File: src/rtl/m4ra_pkg.sv
// ----------------------------------------------------------------------------
// m4ra_pkg
// shared types and constants of the m4' remesh accumulator
// ----------------------------------------------------------------------------
package m4ra_pkg;

    // fixed-point fraction bits of coordinates, weights and sums
    localparam int FRAC_BITS = 16;

    localparam int COORD_W = 32;               // coordinate and value fields
    localparam int SUM_W   = 40;               // accumulator and result
    localparam int MUL_W   = 32;               // shared multiplier operands
    localparam int PROD_W  = 2 * MUL_W;        // shared multiplier product
    localparam int R_W     = FRAC_BITS + 1;    // scaled distance below 2.0
    localparam int W_W     = FRAC_BITS + 3;    // signed kernel weight
    localparam int WX_W    = FRAC_BITS + 4;    // weight arithmetic headroom
    localparam int WMAG_W  = FRAC_BITS + 2;    // weight magnitude

    localparam logic [31:0]    INV_SPACING_RESET = 32'(64'd1 << FRAC_BITS);
    localparam logic [R_W-1:0] ONE_R             = R_W'(64'd1 << FRAC_BITS);

    typedef enum logic [2:0] {
        ST_IDLE,
        ST_MUL_D,
        ST_MUL_SQ,
        ST_MUL_CUBE,
        ST_WEIGHT,
        ST_MUL_V,
        ST_MUL_W,
        ST_ACCUM
    } state_t;

    // request to the shared multiplier
    typedef struct packed {
        logic             en;
        logic [MUL_W-1:0] a;
        logic [MUL_W-1:0] b;
    } mul_req_t;

endpackage

File: src/rtl/m4ra_mul.sv
// ----------------------------------------------------------------------------
// m4ra_mul
// shared unsigned multiplier with registered product
// ----------------------------------------------------------------------------
module m4ra_mul (
    input  logic                       aclk,
    input  m4ra_pkg::mul_req_t         req,
    output logic [m4ra_pkg::PROD_W-1:0] prod
);
    import m4ra_pkg::*;

    logic [PROD_W-1:0] prod_reg;

    // product holds while no request is issued
    always_ff @(posedge aclk) begin
        if (req.en) begin
            prod_reg <= PROD_W'(req.a) * PROD_W'(req.b);
        end
    end

    assign prod = prod_reg;

endmodule

File: src/rtl/m4_kernel_remesh_accumulator_unit.sv
// ----------------------------------------------------------------------------
// m4_kernel_remesh_accumulator_unit
// separable 2-d m4' kernel weighting and saturating accumulation per grid point
// ----------------------------------------------------------------------------
// output: a result is registered out of the accumulate step of the request
//   carrying tlast
// sequencing: no new request is accepted until eleven sequencer steps around the
//   shared 32x32 multiplier are done (4 per axis weight, 3 for the value products and
//   the sum); a result still waiting at the output holds the sum step
// reset: aresetn low clears the sequencer, accumulator, clip flag and output
//   valid, and loads inv_spacing with 1.0; the block is ready next cycle
module m4_kernel_remesh_accumulator_unit (
    input  logic         aclk,
    input  logic         aresetn,
    // configuration: inv_spacing, unsigned q16.16
    input  logic         cfg_valid,
    output logic         cfg_ready,
    input  logic [31:0]  cfg_data,
    // input requests
    input  logic         s_tvalid,
    output logic         s_tready,
    // s_tdata fields from bit 0: grid_x[31:0], grid_y[63:32], particle_x[95:64],
    // particle_y[127:96], particle_value[159:128]
    input  logic [159:0] s_tdata,
    input  logic         s_tlast,  // last_neighbor
    // results
    output logic         m_tvalid,
    input  logic         m_tready,
    output logic [39:0]  m_tdata,  // interpolated_value[39:0]
    output logic         m_tuser   // saturated[0]
);
    import m4ra_pkg::*;

    // ------------------------------------------------------------------
    // registers
    // ------------------------------------------------------------------
    state_t                state_reg, state_next;
    logic                  axis_reg, axis_next;      // 0 = x weight, 1 = y weight
    logic [31:0]           inv_reg;
    logic [COORD_W-1:0]    dx_reg, dx_next;
    logic [COORD_W-1:0]    dy_reg, dy_next;
    logic [COORD_W-1:0]    v_reg, v_next;
    logic                  last_reg, last_next;
    logic                  big_reg, big_next;        // scaled distance at or past 2.0
    logic                  inner_reg, inner_next;    // scaled distance at or below 1.0
    logic [R_W-1:0]        r_reg, r_next;
    logic [R_W-1:0]        sq_reg, sq_next;
    logic [W_W-1:0]        wx_reg, wx_next;
    logic [W_W-1:0]        wy_reg, wy_next;
    logic [SUM_W-1:0]      sum_reg, sum_next;
    logic                  clip_reg, clip_next;
    logic                  m_tvalid_reg, m_tvalid_next;
    logic [SUM_W-1:0]      out_data_reg, out_data_next;
    logic                  out_sat_reg, out_sat_next;

    mul_req_t              mul_req;
    logic [PROD_W-1:0]     prod;

    m4ra_mul u_mul (
        .aclk (aclk),
        .req  (mul_req),
        .prod (prod)
    );

    // ------------------------------------------------------------------
    // datapath helpers
    // ------------------------------------------------------------------
    logic [COORD_W:0]      diff_x, diff_y;
    logic [63-2*FRAC_BITS-1:0] r_hi;
    logic [R_W-1:0]        prod_frac;    // product >> frac, below 2.0
    logic [R_W:0]          t_wide;
    logic [WX_W-1:0]       five_sq, three_p, w_calc;
    logic [W_W-1:0]        wx_mag, wy_mag;
    logic [COORD_W-1:0]    v_mag, prod_q;
    logic                  term_neg;
    logic [COORD_W:0]      term;
    logic [SUM_W:0]        sum_wide;
    logic [SUM_W-1:0]      sum_sat;
    logic                  sum_ovf;

    // exact distances from the 33-bit difference
    assign diff_x = {s_tdata[31], s_tdata[31:0]} - {s_tdata[95], s_tdata[95:64]};
    assign diff_y = {s_tdata[63], s_tdata[63:32]} - {s_tdata[127], s_tdata[127:96]};

    assign r_hi      = prod[63:2*FRAC_BITS+1];
    assign prod_frac = prod[2*FRAC_BITS:FRAC_BITS];
    assign t_wide    = (R_W+1)'(ONE_R) + (R_W+1)'(ONE_R) - (R_W+1)'(prod_frac);

    // 5*sq and 3*p, halved below to 2.5*sq and 1.5*p
    assign five_sq = (WX_W'(sq_reg) << 2) + WX_W'(sq_reg);
    assign three_p = (WX_W'(prod_frac) << 1) + WX_W'(prod_frac);

    always_comb begin
        if (big_reg) begin
            w_calc = '0;
        end else if (inner_reg) begin
            w_calc = WX_W'(ONE_R) - (five_sq >> 1) + (three_p >> 1);
        end else begin
            w_calc = WX_W'(0) - WX_W'(prod_frac >> 1);
        end
    end

    assign wx_mag = wx_reg[W_W-1] ? (W_W'(0) - wx_reg) : wx_reg;
    assign wy_mag = wy_reg[W_W-1] ? (W_W'(0) - wy_reg) : wy_reg;
    assign v_mag  = v_reg[COORD_W-1] ? (COORD_W'(0) - v_reg) : v_reg;

    // magnitude products stay within 2^31 since every weight is at most 1.0
    assign prod_q   = prod[FRAC_BITS+COORD_W-1:FRAC_BITS];
    assign term_neg = v_reg[COORD_W-1] ^ wx_reg[W_W-1] ^ wy_reg[W_W-1];
    assign term     = term_neg ? ((COORD_W+1)'(0) - {1'b0, prod_q}) : {1'b0, prod_q};
    assign sum_wide = {sum_reg[SUM_W-1], sum_reg} + (SUM_W+1)'($signed(term));
    assign sum_ovf  = sum_wide[SUM_W] != sum_wide[SUM_W-1];
    assign sum_sat  = !sum_ovf ? sum_wide[SUM_W-1:0]
                    : (sum_wide[SUM_W] ? {1'b1, {(SUM_W-1){1'b0}}}
                                       : {1'b0, {(SUM_W-1){1'b1}}});

    // ------------------------------------------------------------------
    // sequencer
    // ------------------------------------------------------------------
    always_comb begin
        state_next    = state_reg;
        axis_next     = axis_reg;
        dx_next       = dx_reg;
        dy_next       = dy_reg;
        v_next        = v_reg;
        last_next     = last_reg;
        big_next      = big_reg;
        inner_next    = inner_reg;
        r_next        = r_reg;
        sq_next       = sq_reg;
        wx_next       = wx_reg;
        wy_next       = wy_reg;
        sum_next      = sum_reg;
        clip_next     = clip_reg;
        out_data_next = out_data_reg;
        out_sat_next  = out_sat_reg;
        m_tvalid_next = m_tvalid_reg && !m_tready;
        mul_req       = '{en: 1'b0, a: '0, b: '0};
        s_tready      = 1'b0;

        unique case (state_reg)
            ST_IDLE: begin
                s_tready = 1'b1;
                if (s_tvalid) begin
                    dx_next    = diff_x[COORD_W] ? COORD_W'((COORD_W+1)'(0) - diff_x)
                                                 : diff_x[COORD_W-1:0];
                    dy_next    = diff_y[COORD_W] ? COORD_W'((COORD_W+1)'(0) - diff_y)
                                                 : diff_y[COORD_W-1:0];
                    v_next     = s_tdata[159:128];
                    last_next  = s_tlast;
                    axis_next  = 1'b0;
                    state_next = ST_MUL_D;
                end
            end
            ST_MUL_D: begin
                // r = d * inv_spacing
                mul_req    = '{en: 1'b1, a: (axis_reg ? dy_reg : dx_reg), b: inv_reg};
                state_next = ST_MUL_SQ;
            end
            ST_MUL_SQ: begin
                big_next   = |r_hi;
                inner_next = prod_frac <= ONE_R;
                r_next     = prod_frac;
                // r*r inside 1.0, (2-r)^2 beyond
                if (prod_frac <= ONE_R) begin
                    mul_req = '{en: 1'b1, a: MUL_W'(prod_frac), b: MUL_W'(prod_frac)};
                end else begin
                    mul_req = '{en: 1'b1, a: MUL_W'(t_wide[R_W-1:0]),
                                b: MUL_W'(t_wide[R_W-1:0])};
                end
                state_next = ST_MUL_CUBE;
            end
            ST_MUL_CUBE: begin
                sq_next = prod_frac;
                mul_req = '{en: 1'b1, a: MUL_W'(prod_frac),
                            b: MUL_W'(inner_reg ? r_reg : (r_reg - ONE_R))};
                state_next = ST_WEIGHT;
            end
            ST_WEIGHT: begin
                if (axis_reg) begin
                    wy_next    = w_calc[W_W-1:0];
                    state_next = ST_MUL_V;
                end else begin
                    wx_next    = w_calc[W_W-1:0];
                    axis_next  = 1'b1;
                    state_next = ST_MUL_D;
                end
            end
            ST_MUL_V: begin
                mul_req    = '{en: 1'b1, a: v_mag, b: MUL_W'(wx_mag[WMAG_W-1:0])};
                state_next = ST_MUL_W;
            end
            ST_MUL_W: begin
                mul_req    = '{en: 1'b1, a: prod_q, b: MUL_W'(wy_mag[WMAG_W-1:0])};
                state_next = ST_ACCUM;
            end
            ST_ACCUM: begin
                if (!last_reg) begin
                    sum_next   = sum_sat;
                    clip_next  = clip_reg || sum_ovf;
                    state_next = ST_IDLE;
                end else if (!(m_tvalid_reg && !m_tready)) begin
                    // output register free: emit and clear the accumulator
                    out_data_next = sum_sat;
                    out_sat_next  = clip_reg || sum_ovf;
                    m_tvalid_next = 1'b1;
                    sum_next      = '0;
                    clip_next     = 1'b0;
                    state_next    = ST_IDLE;
                end
            end
            default: begin
                state_next = ST_IDLE;
            end
        endcase
    end

    always_ff @(posedge aclk) begin
        if (!aresetn) begin
            state_reg    <= ST_IDLE;
            axis_reg     <= 1'b0;
            inv_reg      <= INV_SPACING_RESET;
            sum_reg      <= '0;
            clip_reg     <= 1'b0;
            m_tvalid_reg <= 1'b0;
            wx_reg       <= '0;
            wy_reg       <= '0;
        end else begin
            state_reg    <= state_next;
            axis_reg     <= axis_next;
            sum_reg      <= sum_next;
            clip_reg     <= clip_next;
            m_tvalid_reg <= m_tvalid_next;
            wx_reg       <= wx_next;
            wy_reg       <= wy_next;
            if (cfg_valid) begin
                inv_reg <= cfg_data;
            end
        end
    end

    // payload registers
    always_ff @(posedge aclk) begin
        dx_reg       <= dx_next;
        dy_reg       <= dy_next;
        v_reg        <= v_next;
        last_reg     <= last_next;
        big_reg      <= big_next;
        inner_reg    <= inner_next;
        r_reg        <= r_next;
        sq_reg       <= sq_next;
        out_data_reg <= out_data_next;
        out_sat_reg  <= out_sat_next;
    end

    assign cfg_ready = 1'b1;
    assign m_tvalid  = m_tvalid_reg;
    assign m_tdata   = out_data_reg;
    assign m_tuser   = out_sat_reg;

    // ------------------------------------------------------------------
    // assertions
    // ------------------------------------------------------------------
    // an accepted request always starts the x distance multiply
    a_accept_starts: assert property (@(posedge aclk) disable iff (!aresetn)
        (s_tvalid && s_tready) |=> (state_reg == ST_MUL_D && !axis_reg))
        else $error("accepted request did not start the x weight");

    // a result only appears out of the accumulate step
    a_result_from_accum: assert property (@(posedge aclk) disable iff (!aresetn)
        $rose(m_tvalid) |-> ($past(state_reg) == ST_ACCUM && $past(last_reg)))
        else $error("result raised outside the accumulate step");

    // kernel weights never exceed 1.0
    a_weight_bound: assert property (@(posedge aclk) disable iff (!aresetn)
        ($signed(wx_reg) <= $signed(W_W'(ONE_R))) && ($signed(wy_reg) <= $signed(W_W'(ONE_R))))
        else $error("kernel weight above 1.0");

    // a pending result is never overwritten by the next emission
    a_no_overwrite: assert property (@(posedge aclk) disable iff (!aresetn)
        (m_tvalid && !m_tready) |=> $stable(m_tdata) && $stable(m_tuser))
        else $error("pending result overwritten");

endmodule
File: config.mk
export PLATFORM = sky130hd
export DESIGN_NAME = m4_kernel_remesh_accumulator_unit
export DESIGN_NICKNAME = d
export VERILOG_FILES = /design/src/rtl/m4ra_pkg.sv /design/src/rtl/m4ra_mul.sv /design/src/rtl/m4_kernel_remesh_accumulator_unit.sv
export SDC_FILE = /design/constraint.sdc
export NUM_CORES = 2
export LEC_CHECK = 0
export BUFFER_PORTS_ARGS = -buffer_cell sky130_fd_sc_hd__buf_2
export CORE_ASPECT_RATIO = 1.2
export CORE_MARGIN = 2
export CORE_UTILIZATION = 65
export DETAILED_ROUTE_END_ITERATION = 8
export GPL_ROUTABILITY_DRIVEN = 0
export PLACE_DENSITY = 0.87
export SLEW_MARGIN = 20
export SYNTH_ARGS = -nofsm -noshare
export SYNTH_HDL_FRONTEND = slang
export SYNTH_HIERARCHICAL = 1
export SYNTH_SLANG_ARGS = --single-unit
File: constraint.sdc
create_clock -name aclk -period 13.2 [get_ports aclk]
set_input_delay 1.98 -clock aclk [delete_from_list [all_inputs] [get_ports aclk]]
set_output_delay 1.98 -clock aclk [all_outputs]
set_load 0.01 [all_outputs]
# Word level (Yosys, flattened, before mapping)
# Cells that the tools add are included.
# word_totals
register_bits,354
output_inout_bits,44
inputBits,198
# op_classes
n_lt_le_gt_ge,1
n_bitwise,4
n_reduce_logical,13
mux,28
n_mul,1
addsub,16
eq_ne,11
# ops
cell,n
65-bit one-hot mux with 5 select lines,1
32-bit two-way mux,5
40-bit two-way mux,4
"1-bit by 32-bit subtractor with 32-bit output, first input constant",3
32-bit by 32-bit subtractor with 33-bit output,2
32-bit by 32-bit multiplier with 64-bit output,1
49-bit two-way mux,1
40-bit by 33-bit adder with 41-bit output,1
19-bit two-way mux,2
18-bit two-way mux,2
"1-bit by 18-bit subtractor with 18-bit output, first input constant",2
33-bit two-way mux,1
"1-bit by 32-bit subtractor with 33-bit output, first input constant",1
31-bit OR reduction,1
3-bit one-hot mux with 8 select lines,1
19-bit by 17-bit adder with 20-bit output,1
18-bit by 17-bit adder with 19-bit output,1
19-bit by 18-bit adder with 19-bit output,1
"17-bit by 19-bit subtractor with 19-bit output, first input constant",1
"17-bit by 17-bit subtractor with 18-bit output, second input constant",1
"17-bit less-or-equal comparator, second input constant",1
"1-bit by 16-bit subtractor with 17-bit output, first input constant",1
"1-bit by 17-bit subtractor with 17-bit output, first input constant",1
"3-bit equality test, second input constant",4
other kinds (17),34

# Logic depth before layout (Yosys ltp)
# logic_depth
depth_word,7
ltp_mapped,41

# By module
# Netlist, hierarchy kept.
# modules_own_cells
module,area_each_um2,seq_area_each_um2,cells_per_inst,instances
m4ra_mul,35335.1,1921.8,3755,1
m4_kernel_remesh_accumulator_unit,23931.7,7547.2,2784,1

# Worst setup path after synthesis
# OpenSTA, ideal clock, no wires.
# synth_path
path_kind,register -> register
startpoint,reg v_reg[1]
endpoint,"reg u_mul.prod_reg[57], in the netlist u_mul/prod[57] (data pin)"
period_less_slack_ns,9.234
stages_incl_launch_ff,38
arrival_ns,8.972
path_slack_ns,3.966
t_required_ns,12.938
cell_sequence,edfxtp_1 inv_1 ha_1 nand2_1 or3_1 nand2b_1 or4_1 nand2b_1 nand2b_1 nand2b_1 o31ai_1 xor2_1 o221ai_1 clkbuf_1 nand2_1 fa_1 fa_1 inv_1 [2 not listed] fa_1 inv_1 fa_1 fa_1 fa_1 inv_1 fa_1 inv_1 ha_1 buf_2 nand4_1 or3_1 nor3_1 o211ai_1 a31oi_2 a31oi_1 o21ai_1 xor2_1
# synth_lines
item,line,text
from (decl),m4_kernel_remesh_accumulator_unit.sv:42,"logic [COORD_W-1:0] v_reg, v_next;"
from (signal assigned),m4_kernel_remesh_accumulator_unit.sv:246,v_reg <= v_next;
to (signal assigned),m4ra_mul.sv:17,prod_reg <= PROD_W'(req.a) * PROD_W'(req.b);
to (decl),m4ra_mul.sv:12,logic [PROD_W-1:0] prod_reg;

==> PnR_summary.wiki <==
{| class="wikitable"
! Metric !! Value
|-
| Highest ir drop seen on vdd || approximately 0.20 mV
|-
| Reg-to-reg startpoint || u_mul/prod[16]
|-
| Max stage delay cell, worst path || sky130_fd_sc_hd__edfxtp_1
|-
| Total leakage power || 29.4 nW
|-
| IO Pins || about 240
|-
| Vias in the first global route || 52900
|-
| Area grow syn2layout || 6.34%
|-
| Worst-case register-to-register setup slack || approximately 1800 ps
|-
| Layout cells sized above 1 || 7.87%
|-
| Width of the chip || about 280 um
|-
| Type of the worst setup path || flop to flop
|-
| Maximum root-to-sink buffer count || 3
|-
| Endpoints failing setup || 0
|-
| Count of cells along the worst register-to-register path || 35
|-
| Later-pin clock latency in the skew report || 610 ps
|-
| Violated checks || DRC
|-
| Max reg flops || 48
|-
| Net Count, Synth || ~8000
|-
| Result of the run || finished with violations
|-
| Max-cap violations || 0
|-
| Final WL || between 150000 and 200000 um
|-
| Most common cell after layout, fill and taps aside || sky130_fd_sc_hd__inv_1
|-
| Pins Over Slew Limit || 0
|-
| Remaining global-route overflow || 0
|-
| Clock Sink Count || 338
|-
| Worst Hold Launch || sum_reg[28]
|-
| Final Hold Vio Count || 0
|-
| Initial DRT Pass Iterations || 9
|-
| Setup TNS Final || 0 ps
|-
| All-layer global routing usage || 40.3%
|-
| Max-Slew Margin vs Limit || about 17%
|-
| Remaining DRCs || 34
|-
| Die Outline Area || a little over 90000 sq um
|-
| CTS H-tree lvls || 2
|-
| Combined area of all synthesized cells || just under 60000 sq um
|-
| Starting density of the core || approximately 66%
|-
| Residual antenna-violating net count after detailed routing || 0
|-
| Clock transition at the registers of the reported paths || ~60 ps
|-
| Row cnt || 120
|-
| Class of the most critical hold timing path || flop to flop
|-
| Count of mapped cells out of synthesis || between 6000 and 7000
|-
| Reg-to-Reg End || u_mul/prod[57]
|-
| CTS root buffer || sky130_fd_sc_hd__clkbuf_16
|-
| Setup repair after global routing missed its margin || false
|-
| # port buffers || 240
|-
| Commonest cells after routing, fill and taps aside || 1026 x sky130_fd_sc_hd__inv_1, 902 x sky130_fd_sc_hd__fa_1, 731 x sky130_fd_sc_hd__nand2_1, 621 x sky130_fd_sc_hd__and2_1, 460 x sky130_fd_sc_hd__ha_1
|-
| CP Data Arrival Time || roughly 12000 ps
|-
| Number of fill cells in the layout || between 6000 and 7000
|-
| Post-DR vias/cell || about 6.5
|-
| Final critical-path required period || ~11000 ps
|-
| Worst clock skew || ~36 ps
|-
| Iteration-0 DRC Markers || roughly 6000
|-
| Transition time at the pin with the least slew margin || approximately 1200 ps
|-
| Maximum single-stage delay on the critical path || 690 ps
|-
| Number of post-CTS setup repair buffers || 0
|-
| CP required || approximately 14000 ps
|-
| Cells resized by post-CTS repair || 0
|-
| Hold buffer count at cts || 0
|-
| Via total after detailed routing || approximately 50000
|-
| Post-Syn Area per Cell || between 9 and 10 sq um
|-
| DR WL/cell || 23.7 um
|-
| Synthesis Warnings || 6
|-
| TritonCTS buffer count || 40
|-
| Number of antenna violations at the first check in global routing || 25
|-
| Max Freq || ~0.087 GHz
|-
| Number of cells traversed by the worst hold path || 2
|-
| Final cycle utilization of the critical path || between 80 and 90%
|-
| CORE AREA || 89300 sq um
|-
| Pwr/cell area || about 130 nW/um^2
|-
| Critical path endpoint category || flop
|-
| Worst Hold Path EP || sum_reg[28]
|-
| Detailed placer's ending HPWL || 133000 um
|-
| Power consumption || a little over 0.008 W
|-
| Maximum net fanout on the critical path || 32
|-
| Critical path startpoint category || flop
|-
| Most numerous cell on the critical path || sky130_fd_sc_hd__fa_1
|-
| Final #Nets || 8077
|-
| Wire length of the first global-routing pass || ~290000 um
|-
| Pin count of the biggest net entering global routing || 81
|-
| Clock tree from TritonCTS || built
|-
| Vertical die dimension || between 300 and 400 um
|}
==> worst max-delay path, delay by kind of cell, from the launching register on <==
family                     cells  cell delay (ps)
adders and majority gates     11             5300
and+or+nand+nor                7             1380
DFF                            1              690
AOI/OAI and AO/OA              8             2370
buffers and inverters          7             1150
xor gates and xnor gates       2              240
==> where the power goes <==
part	total [W]	internal, W	switching (W)
sequential	0.00159	0.00135	0.000243
combinational	0.00538	0.00192	0.00346
clock	0.00119	0.000681	0.000510
==> metrics by stage <==
| stage | utilization [%] | std cells | worst slack (ps) | instance area, sq um | hold slack (ps) |
|---|---|---|---|---|---|
| after global placement | 68.1 | 7634 | 2530 | 60900 | 443 |
| after global routing | 69.7 | 7715 | 1350 | 62300 | 493 |
| final | 69.8 | 7728 | 1750 | 62300 | 464 |
| after CTS | 69.7 | 7706 | 2140 | 62300 | 469 |
| after floorplan | - | 6499 | 3970 | 58600 | 432 |
| after detailed placement | 68.1 | 7634 | 2200 | 60900 | 454 |
==> final cells by class <==
cell class / count / area [sq um] / area share (%)
diodes: 22 / 55.1 / 0.0883
clock buffers: 49 / 1050 / 1.69
clock inverters: 23 / 334 / 0.536
inverters: 1028 / 3860 / 6.19
multi-input cells: 4790 / 44800 / 71.9
flip-flops and latches: 338 / 8990 / 14.4
well taps: 1159 / 1450 / 2.33
repair buffers: 319 / 1790 / 2.88
==> routing by layer <==
metal	track usage [%]	vias to the layer above	wire length (um)
met1	45.1	24200	59400
met3	13.4	1288	23000
met5	1.10	-	365
li1	-	20900	-
met4	31.2	28	17800
met2	63.6	3644	82900
==> worst max-delay path by stage <==
stage	end	from	slack (ps)
2_1_floorplan	u_mul/prod[57]	v_reg[1]	3970
3_3_place_gp	u_mul/prod[57]	u_mul/prod[16]	2530
3_5_place_dp	u_mul/prod[57]	u_mul/prod[16]	2200
4_1_cts	u_mul/prod[57]	u_mul/prod[16]	2140
5_1_grt	u_mul/prod[57]	u_mul/prod[16]	1350
6_report	u_mul/prod[57]	u_mul/prod[16]	1750
Power figures use the tool's default switching activity.
